`config.mk`:
```
export PLATFORM = sky130hd
export DESIGN_NAME = relay_driver_with_feedback_check_top
export DESIGN_NICKNAME = d
export VERILOG_FILES = /design/src/sv/rdfc_pkg.sv /design/src/sv/rdfc_step.sv /design/src/sv/relay_driver_with_feedback_check_top.sv
export SDC_FILE = /design/constraint.sdc
export NUM_CORES = 1
export LEC_CHECK = 0
export BUFFER_PORTS_ARGS = -buffer_cell sky130_fd_sc_hd__buf_2
export CAP_MARGIN = 20
export CORE_ASPECT_RATIO = 0.9
export CORE_MARGIN = 2
export CORE_UTILIZATION = 46
export DETAILED_ROUTE_END_ITERATION = 16
export SLEW_MARGIN = 20
export SYNTH_ARGS = -nofsm -noshare
export SYNTH_HDL_FRONTEND = slang
export SYNTH_SLANG_ARGS = --single-unit
```
`constraint.sdc`:
```
create_clock -name aclk -period 4.9 [get_ports aclk]
set_input_delay 0.245 -clock aclk [delete_from_list [all_inputs] [get_ports aclk]]
set_output_delay 0.245 -clock aclk [all_outputs]
set_load 0.03 [all_outputs]
```
`src/sv/rdfc_pkg.sv`:
```
// ---------------------------------------------------------------------------
// Relay driver package
// Types, codes and constants shared by the relay driver modules.
// ---------------------------------------------------------------------------
`timescale 1ns / 1ps
`default_nettype none

package rdfc_pkg;

    localparam int TIME_BITS_DEFAULT = 32;
    localparam int FORCED_CHECK_MS   = 1000;

    localparam int S_TDATA_W = 72;
    localparam int S_TUSER_W = 2;
    localparam int M_TDATA_W = 16;
    localparam int CFG_IDX_W = 2;
    localparam int CFG_DAT_W = 16;

    localparam logic        RST_BISTABLE     = 1'b0;
    localparam logic [15:0] RST_PULSE_LEN    = 16'd50;
    localparam logic [15:0] RST_CHECK_PERIOD = 16'd5000;
    localparam logic [7:0]  RST_RETRY_LIMIT  = 8'd3;

    typedef enum logic [1:0] {
        OP_POLL       = 2'd0,
        OP_COMMAND    = 2'd1,
        OP_ARM_TOGGLE = 2'd2
    } opcode_t;

    typedef enum logic [1:0] {
        REG_BISTABLE     = 2'd0,
        REG_PULSE_LEN    = 2'd1,
        REG_CHECK_PERIOD = 2'd2,
        REG_RETRY_LIMIT  = 2'd3
    } reg_idx_t;

    typedef struct packed {
        logic        bistable_mode;
        logic [15:0] pulse_length_ms;
        logic [15:0] check_period_ms;
        logic [7:0]  retry_limit;
    } cfg_t;

    typedef struct packed {
        logic       theoretical_closed;
        logic [7:0] retry_count;
        logic       fault_flag;
        logic       close_line;
        logic       open_line;
    } flags_t;

    typedef struct packed {
        logic [7:0] retries_left;
        logic       fault;
        logic       commanded_closed;
        logic       drive_open;
        logic       drive_close;
    } result_t;

endpackage

`default_nettype wire

```
`src/sv/rdfc_step.sv`:
```
// ---------------------------------------------------------------------------
// Relay driver item step
// Next-state and result logic for one poll, command or toggle-arm item.
// ---------------------------------------------------------------------------
`timescale 1ns / 1ps
`default_nettype none

module rdfc_step #(
    parameter int TIME_BITS = rdfc_pkg::TIME_BITS_DEFAULT
) (
    input  rdfc_pkg::cfg_t    cfg,
    input  rdfc_pkg::flags_t  flags_cur,
    input  logic [TIME_BITS-1:0] check_dl_cur,
    input  logic [TIME_BITS-1:0] toggle_dl_cur,
    input  logic [TIME_BITS-1:0] pulse_dl_cur,
    input  logic [1:0]        opcode,
    input  logic [31:0]       now_ms,
    input  logic              close_request,
    input  logic [31:0]       timeout_ms,
    input  logic              feedback_closed,
    output rdfc_pkg::flags_t  flags_nxt,
    output logic [TIME_BITS-1:0] check_dl_nxt,
    output logic [TIME_BITS-1:0] toggle_dl_nxt,
    output logic [TIME_BITS-1:0] pulse_dl_nxt,
    output rdfc_pkg::result_t result
);

    localparam logic [TIME_BITS-1:0] DISARMED = {TIME_BITS{1'b1}};

    typedef struct packed {
        rdfc_pkg::flags_t     fl;
        logic [TIME_BITS-1:0] check_dl;
        logic [TIME_BITS-1:0] toggle_dl;
        logic [TIME_BITS-1:0] pulse_dl;
    } st_t;

    function automatic st_t do_command(st_t s, logic want, logic [TIME_BITS-1:0] now,
                                       rdfc_pkg::cfg_t c);
        st_t r;
        r = s;
        if (c.bistable_mode) begin
            if (want) begin
                r.fl.close_line = 1'b1;
            end else begin
                r.fl.open_line = 1'b1;
            end
            r.pulse_dl = now + TIME_BITS'(c.pulse_length_ms);
        end else begin
            r.fl.close_line = want;
        end
        r.fl.theoretical_closed = want;
        r.check_dl = now + TIME_BITS'(rdfc_pkg::FORCED_CHECK_MS);
        return r;
    endfunction

    logic [TIME_BITS-1:0] now_t;
    logic [TIME_BITS-1:0] timeout_t;
    st_t                  st;

    assign now_t     = TIME_BITS'(now_ms);
    assign timeout_t = TIME_BITS'(timeout_ms);

    always_comb begin
        st.fl        = flags_cur;
        st.check_dl  = check_dl_cur;
        st.toggle_dl = toggle_dl_cur;
        st.pulse_dl  = pulse_dl_cur;
        case (rdfc_pkg::opcode_t'(opcode))
            rdfc_pkg::OP_POLL: begin
                if (cfg.bistable_mode && (now_t > st.pulse_dl)) begin
                    st.pulse_dl      = DISARMED;
                    st.fl.close_line = 1'b0;
                    st.fl.open_line  = 1'b0;
                end
                if (now_t > st.toggle_dl) begin
                    st.toggle_dl = DISARMED;
                    st = do_command(st, !st.fl.theoretical_closed, now_t, cfg);
                end
                if (now_t > st.check_dl) begin
                    if (feedback_closed != st.fl.theoretical_closed) begin
                        st = do_command(st, st.fl.theoretical_closed, now_t, cfg);
                        if (st.fl.retry_count != 8'd0) begin
                            st.fl.retry_count = st.fl.retry_count - 8'd1;
                        end
                        if (st.fl.retry_count == 8'd0) begin
                            st.fl.fault_flag = 1'b1;
                        end
                    end else begin
                        st.fl.fault_flag  = 1'b0;
                        st.fl.retry_count = cfg.retry_limit;
                    end
                    st.check_dl = now_t + TIME_BITS'(cfg.check_period_ms);
                end
            end
            rdfc_pkg::OP_COMMAND: begin
                st = do_command(st, close_request, now_t, cfg);
            end
            rdfc_pkg::OP_ARM_TOGGLE: begin
                st.toggle_dl = now_t + timeout_t;
            end
            default: begin
            end
        endcase
    end

    assign flags_nxt     = st.fl;
    assign check_dl_nxt  = st.check_dl;
    assign toggle_dl_nxt = st.toggle_dl;
    assign pulse_dl_nxt  = st.pulse_dl;

    assign result.drive_close      = st.fl.close_line;
    assign result.drive_open       = cfg.bistable_mode & st.fl.open_line;
    assign result.commanded_closed = st.fl.theoretical_closed;
    assign result.fault            = st.fl.fault_flag;
    assign result.retries_left     = st.fl.retry_count;

endmodule

`default_nettype wire

```
`src/sv/relay_driver_with_feedback_check_top.sv`:
```
// ---------------------------------------------------------------------------
// Relay driver with feedback check
// Drives a monostable or bistable relay coil and checks its feedback contact.
// ---------------------------------------------------------------------------
// Channel   Ports        Contents
// input     s_tdata      now_ms, close_request, timeout_ms, feedback_closed
//           s_tuser      opcode
// result    m_tdata      drive_close, drive_open, commanded_closed, fault,
//                        retries_left
// config    cfg_*        one register write per cycle, no read-back
//
// An accepted item is held in the input register and passes through the step
// logic into the result register once the result side can take it, and its
// result is offered from there.
// A new item is accepted every cycle while the result side keeps up.
// A stalled result holds the input register, and then the input side stalls.
// Reset is synchronous and leaves the relay commanded open at time zero.
// ---------------------------------------------------------------------------
`timescale 1ns / 1ps
`default_nettype none

module relay_driver_with_feedback_check_top #(
    parameter int TIME_BITS = rdfc_pkg::TIME_BITS_DEFAULT
) (
    input  logic                             aclk,
    input  logic                             aresetn,
    input  logic                             s_tvalid,
    output logic                             s_tready,
    // now_ms[31:0], close_request[32], timeout_ms[64:33], feedback_closed[65]
    input  logic [rdfc_pkg::S_TDATA_W-1:0]   s_tdata,
    // opcode[1:0]
    input  logic [rdfc_pkg::S_TUSER_W-1:0]   s_tuser,
    output logic                             m_tvalid,
    input  logic                             m_tready,
    // drive_close[0], drive_open[1], commanded_closed[2], fault[3],
    // retries_left[11:4]
    output logic [rdfc_pkg::M_TDATA_W-1:0]   m_tdata,
    input  logic                             cfg_we,
    input  logic [rdfc_pkg::CFG_IDX_W-1:0]   cfg_index,
    input  logic [rdfc_pkg::CFG_DAT_W-1:0]   cfg_wdata
);

    rdfc_pkg::cfg_t       cfg_reg;
    rdfc_pkg::flags_t     flags_reg;
    rdfc_pkg::flags_t     flags_next;
    logic [TIME_BITS-1:0] check_dl_reg;
    logic [TIME_BITS-1:0] check_dl_next;
    logic [TIME_BITS-1:0] toggle_dl_reg;
    logic [TIME_BITS-1:0] toggle_dl_next;
    logic [TIME_BITS-1:0] pulse_dl_reg;
    logic [TIME_BITS-1:0] pulse_dl_next;

    logic                 in_valid_reg;
    logic [1:0]           in_opcode_reg;
    logic [31:0]          in_now_reg;
    logic                 in_close_reg;
    logic [31:0]          in_timeout_reg;
    logic                 in_fb_reg;

    logic                 out_valid_reg;
    rdfc_pkg::result_t    out_res_reg;
    rdfc_pkg::result_t    res_next;

    logic                 advance;

    assign advance  = in_valid_reg && (!out_valid_reg || m_tready);
    assign s_tready = !in_valid_reg || advance;

    always_ff @(posedge aclk) begin
        if (!aresetn) begin
            cfg_reg.bistable_mode   <= rdfc_pkg::RST_BISTABLE;
            cfg_reg.pulse_length_ms <= rdfc_pkg::RST_PULSE_LEN;
            cfg_reg.check_period_ms <= rdfc_pkg::RST_CHECK_PERIOD;
            cfg_reg.retry_limit     <= rdfc_pkg::RST_RETRY_LIMIT;
        end else if (cfg_we) begin
            case (rdfc_pkg::reg_idx_t'(cfg_index))
                rdfc_pkg::REG_BISTABLE:     cfg_reg.bistable_mode   <= cfg_wdata[0];
                rdfc_pkg::REG_PULSE_LEN:    cfg_reg.pulse_length_ms <= cfg_wdata;
                rdfc_pkg::REG_CHECK_PERIOD: cfg_reg.check_period_ms <= cfg_wdata;
                rdfc_pkg::REG_RETRY_LIMIT:  cfg_reg.retry_limit     <= cfg_wdata[7:0];
                default: begin
                end
            endcase
        end
    end

    always_ff @(posedge aclk) begin
        if (!aresetn) begin
            in_valid_reg <= 1'b0;
        end else if (s_tready) begin
            in_valid_reg <= s_tvalid;
        end
    end

    always_ff @(posedge aclk) begin
        if (s_tvalid && s_tready) begin
            in_opcode_reg  <= s_tuser[1:0];
            in_now_reg     <= s_tdata[31:0];
            in_close_reg   <= s_tdata[32];
            in_timeout_reg <= s_tdata[64:33];
            in_fb_reg      <= s_tdata[65];
        end
    end

    rdfc_step #(
        .TIME_BITS(TIME_BITS)
    ) u_step (
        .cfg            (cfg_reg),
        .flags_cur      (flags_reg),
        .check_dl_cur   (check_dl_reg),
        .toggle_dl_cur  (toggle_dl_reg),
        .pulse_dl_cur   (pulse_dl_reg),
        .opcode         (in_opcode_reg),
        .now_ms         (in_now_reg),
        .close_request  (in_close_reg),
        .timeout_ms     (in_timeout_reg),
        .feedback_closed(in_fb_reg),
        .flags_nxt      (flags_next),
        .check_dl_nxt   (check_dl_next),
        .toggle_dl_nxt  (toggle_dl_next),
        .pulse_dl_nxt   (pulse_dl_next),
        .result         (res_next)
    );

    always_ff @(posedge aclk) begin
        if (!aresetn) begin
            flags_reg.theoretical_closed <= 1'b0;
            flags_reg.retry_count        <= rdfc_pkg::RST_RETRY_LIMIT;
            flags_reg.fault_flag         <= 1'b0;
            flags_reg.close_line         <= 1'b0;
            flags_reg.open_line          <= rdfc_pkg::RST_BISTABLE;
            check_dl_reg                 <= TIME_BITS'(rdfc_pkg::FORCED_CHECK_MS);
            toggle_dl_reg                <= {TIME_BITS{1'b1}};
            pulse_dl_reg                 <= '0;
        end else if (advance) begin
            flags_reg     <= flags_next;
            check_dl_reg  <= check_dl_next;
            toggle_dl_reg <= toggle_dl_next;
            pulse_dl_reg  <= pulse_dl_next;
        end
    end

    always_ff @(posedge aclk) begin
        if (!aresetn) begin
            out_valid_reg <= 1'b0;
        end else if (advance) begin
            out_valid_reg <= 1'b1;
        end else if (m_tready) begin
            out_valid_reg <= 1'b0;
        end
    end

    always_ff @(posedge aclk) begin
        if (advance) begin
            out_res_reg <= res_next;
        end
    end

    assign m_tvalid = out_valid_reg;
    assign m_tdata  = {4'd0, out_res_reg.retries_left, out_res_reg.fault,
                       out_res_reg.commanded_closed, out_res_reg.drive_open,
                       out_res_reg.drive_close};

endmodule

`default_nettype wire

```
==> reports/qor.log <==
qor: floorplanning.die_width 198 microns
qor: worst_setup_path.largest_driver_fanout_on_the_critical_path 12
qor: worst_setup_path.cp_launch_type flop
qor: drt.met1_wl 23100 microns
qor: layout.max_ffs_per_register 41
qor: floorplanning.pin_count 115
qor: floorplanning.initial_core_util 47.0%
qor: drt.ant_nets 0
qor: clock_network.htree_levels 1
qor: power_and_ir_drop.p_leak 8.06 nW
qor: placed_design.finalWeightedCongestion 0.901
qor: drt.route.detailed.vias_per_inst 5.79
qor: layout.leading_cell_type_in_the_layout_fill_and_taps_excluded nand2_1
qor: worst_setup_path.crit_path_end_kind flop
qor: layout.drive_gt1_share 17.6%
qor: power_and_ir_drop.combinationalPowerShare 19.8%
qor: synthesis.synthArstFlopShare 0%
qor: power_and_ir_drop.power_density 277 nW/um^2
qor: layout.n_fill_cell 2935
qor: power_and_ir_drop.switching_share 28.0%
qor: global_routing.grt_start_max_net_pins 58
qor: layout.finish.instance_area 19500 sq um
qor: drt.drt_iter0_drc 1096
qor: layout.antennaDiodeCount 0
qor: layout.stdcell_count 2460
qor: placed_design.post-place-ws 0.0136 ns
qor: clock_network.clk-insertion-delay-late 0.55 ns
qor: synthesis.netlist-cell-type-count 89
qor: placed_design.placed_area 17000 sq um
qor: global_routing.grt_antenna_before_repair 1
qor: worst_hold_path.hold_class in -> reg
qor: drt.wire_per_inst 19.7 microns
qor: outcome.outcome completed
qor: flow_run.max_cap_viol_count 0
qor: global_routing.overflow 0
qor: power_and_ir_drop.clock_network_power_share 40.8%
qor: power_and_ir_drop.p_int 3.88 mW
qor: worst_hold_path.holdCritStartpoint aresetn
qor: timing.final_max_slew_viol_count 0
qor: clock_network.cts-root-buf clkbuf_16
qor: worst_setup_path.endpoint_arrival_time_on_the_critical_path 5.29 ns
qor: floorplanning.die_ar 35400 sq um
qor: power_and_ir_drop.power.sequential.fraction 39.4%
qor: worst_setup_path.worst-setup-path-type reg -> reg
qor: drt.routed_wl 48400 microns
qor: timing.rsz0062_at_grt yes
qor: synthesis.yosysSeqAreaShare 34.8%
qor: timing.final.setup.worst_slack 0.0440 ns
qor: clock_network.tritoncts built
qor: worst_hold_path.timing.hold.worst_endpoint toggle_dl_reg[24]
qor: layout.seqCellArea 5430 sq um
qor: power_and_ir_drop.post-layout-total-power 5.39 mW
qor: synthesis.dominantRegCellSynth dfxtp_1
qor: worst_setup_path.worst_r2r_path_depth 24
qor: layout.layout_common_cells nand2_1 (175), dfxtp_1 (151), ha_1 (150)
qor: timing.hold_violations_final 0
qor: placed_design.hpwl 35100 microns
qor: worst_setup_path.reg2reg_to pulse_dl_reg[8]
qor: floorplanning.core_region_area 33200 sq um
qor: floorplanning.floorplan.die.height 179 microns
qor: clock_network.tritoncts_num_sinks 231
qor: timing.tmin_final 4.86 ns
qor: placed_design.place.detailed.instances 2314
qor: synthesis.yosys_register_bits 231
qor: worst_setup_path.r2r_slack 0.04 ns
qor: layout.area_growth 24.9%
qor: synthesis.netlist_area 15600 sq um
qor: global_routing.grt.total_usage 26.9%
qor: timing.timing_worst_slew_pin_value 1.12 ns
qor: timing.setup_viol_count_final 0
qor: power_and_ir_drop.max-vdd-ir-drop 260 uV
qor: global_routing.grt_first_pass_wirelength 74300 microns
qor: global_routing.grt_pass1_vias 13.6k
qor: layout.final_nets 2247
qor: placed_design.port_buffers 104
qor: layout.area_of_the_multi_input_gates 9850 sq um
qor: worst_setup_path.cp_data_required_time 5.34 ns
qor: synthesis.synth-warning-count 0
qor: worst_setup_path.worstReg2RegStart in_now_reg[30]
qor: clock_network.cts_buffers 27
qor: synthesis.synthesis.instances 1749
qor: synthesis.syn-mean-instance-area 8.92 sq um
qor: timing.skew 0.0148 ns
qor: drt.route.top_layer_used met4
qor: drt.first_pass_iters 7
qor: synthesis.synth_edf_count 80
qor: drt.met2_wire_length 20900 microns
qor: clock_network.clock_path_buffers 3
qor: timing.max_freq 206 MHz
qor: floorplanning.num_rows 63
qor: power_and_ir_drop.p_switching 1.51 mW
qor: timing.post-route-period-util 99.1%
qor: clock_network.cts.reportedPaths.clkPinSlew 0.06 ns
qor: worst_hold_path.worstHoldPathCells 2
qor: drt.num_vias 14.2k
qor: drt.wl_met3 2870 microns
qor: timing.worst_slew_margin_rel 23.1%
qor: drt.drc_errors 0
[worst max-delay path: stages (launching register included)]
cell and delay [ns]:
edfxtp_1 0.50, ha_4 0.32, nand4_1 0.13, nor4_4 0.32, buf_4 0.20, nor2_4 0.05, nor3_2 0.12, buf_4 0.17
nor3_4 0.05, nor2_4 0.12, buf_12 0.13, buf_12 0.16, mux2i_2 0.25, ha_1 0.28, nand4_1 0.15, a21oi_1 0.09
o311ai_4 0.27, a31o_2 0.25, a21o_4 0.18, a21oi_4 0.07, o21ai_4 0.20, a31oi_4 0.12, buf_12 0.18, buf_6 0.15
o221a_2 0.27
[layout make-up]
class	count	area share, %
sequential	231	27.9
inverter	100	1.93
tap	455	2.92
clock buffer	37	3.98
clock inverter	12	0.951
multi-input combinational	1339	50.6
timing repair buffer	286	11.7
[layer usage]
| layer | up-vias | track usage [%] |
|---|---|---|
| met2 | 422 | 42.4 |
| met4 | 0 | 8.02 |
| li1 | 6936 | - |
| met3 | 83 | 4.14 |
| met1 | 6793 | 38.1 |
| met5 | - | 0 |
[worst max-delay path by stage]
stage                   start                to  depth (start not counted)
3_5_place_dp   in_now_reg[25]  pulse_dl_reg[10]                         22
3_3_place_gp   in_now_reg[28]   pulse_dl_reg[9]                         21
6_report       in_now_reg[30]   pulse_dl_reg[8]                         24
4_1_cts        in_now_reg[28]  pulse_dl_reg[30]                         23
2_1_floorplan  in_now_reg[14]        m_tdata[7]                         18
5_1_grt        in_now_reg[21]   pulse_dl_reg[0]                         24
[metrics by stage]
| step | hold WS (ns) | utilization [%] | setup TNS (ns) |
|---|---|---|---|
| after floorplan | 0.344 | - | 0 |
| after global placement | 0.421 | 51.3 | 0 |
| after detailed placement | 0.423 | 51.3 | 0 |
| after CTS | 0.0496 | 56.8 | 0 |
| after global routing | 0.0851 | 58.7 | -1.68 |
| final | 0.0861 | 58.7 | 0 |
[synthesized netlist by cell type, types with 9 or more instances]
cell type	n	share of area, %
ha_1	162	13
o21a_1	18	0.87
nor3_1	34	1.1
a21oi_1	117	3.8
nand2_1	176	4.2
nand4_1	24	0.96
a21o_1	32	1.5
nor4_1	19	0.76
nor2b_1	11	0.44
clkbuf_1	51	1.2
mux2i_1	30	1.9
buf_2	19	0.61
xor2_1	37	2.1
inv_1	99	2.4
o211ai_1	20	0.96
a21boi_0	31	1.5
o22ai_1	13	0.52
o221ai_1	14	0.79
dfxtp_1	151	19
o21ai_1	12	0.39
nand3_1	56	1.8
o221a_2	35	2.5
nor2_1	116	2.8
xnor2_1	68	3.8
a2bb2oi_1	9	0.51
nand2b_1	16	0.64
o211a_1	13	0.83
a221oi_1	13	0.73
and3_1	17	0.68
edfxtp_1	80	15
a211oi_1	18	0.87
a31oi_1	17	0.68
o21ai_0	99	3.2
[cells by family (layout without fill, tap and decap cells)]
group	count (synthesis)	in the layout	synth area share, %
AO/OA/AOI/OAI	519	519	23.2
AND/OR/NAND/NOR	516	516	15.9
flip-flops	231	231	34.8
buffers and inverters	182	435	4.89
adder cells (fa/ha/maj)	165	165	13.4
XOR/XNOR	105	105	5.90
multiplexers	30	30	1.93
other	1	4	0.0241
[repair_timing]
item                       in CTS  in global routing
cloned                          0                  4
pin swaps                       1                 20
setup endpoints to repair       3                 86
buffers inserted                0                  8
hold buffers                   85                  0
hold endpoints to repair      106                  0
resized for setup               2                 72
[power groups by stage]
stage               Sequential (mW)  Clock [mW]  Combinational, mW
finish                         2.12        2.20               1.07
global placement               2.16           0              0.934
global route                   2.13        2.31               1.17
CTS                            2.12        2.24               1.01
detailed placement             2.16           0              0.952
floorplan                      2.16           0              0.645
Power figures use the tool's default switching activity.
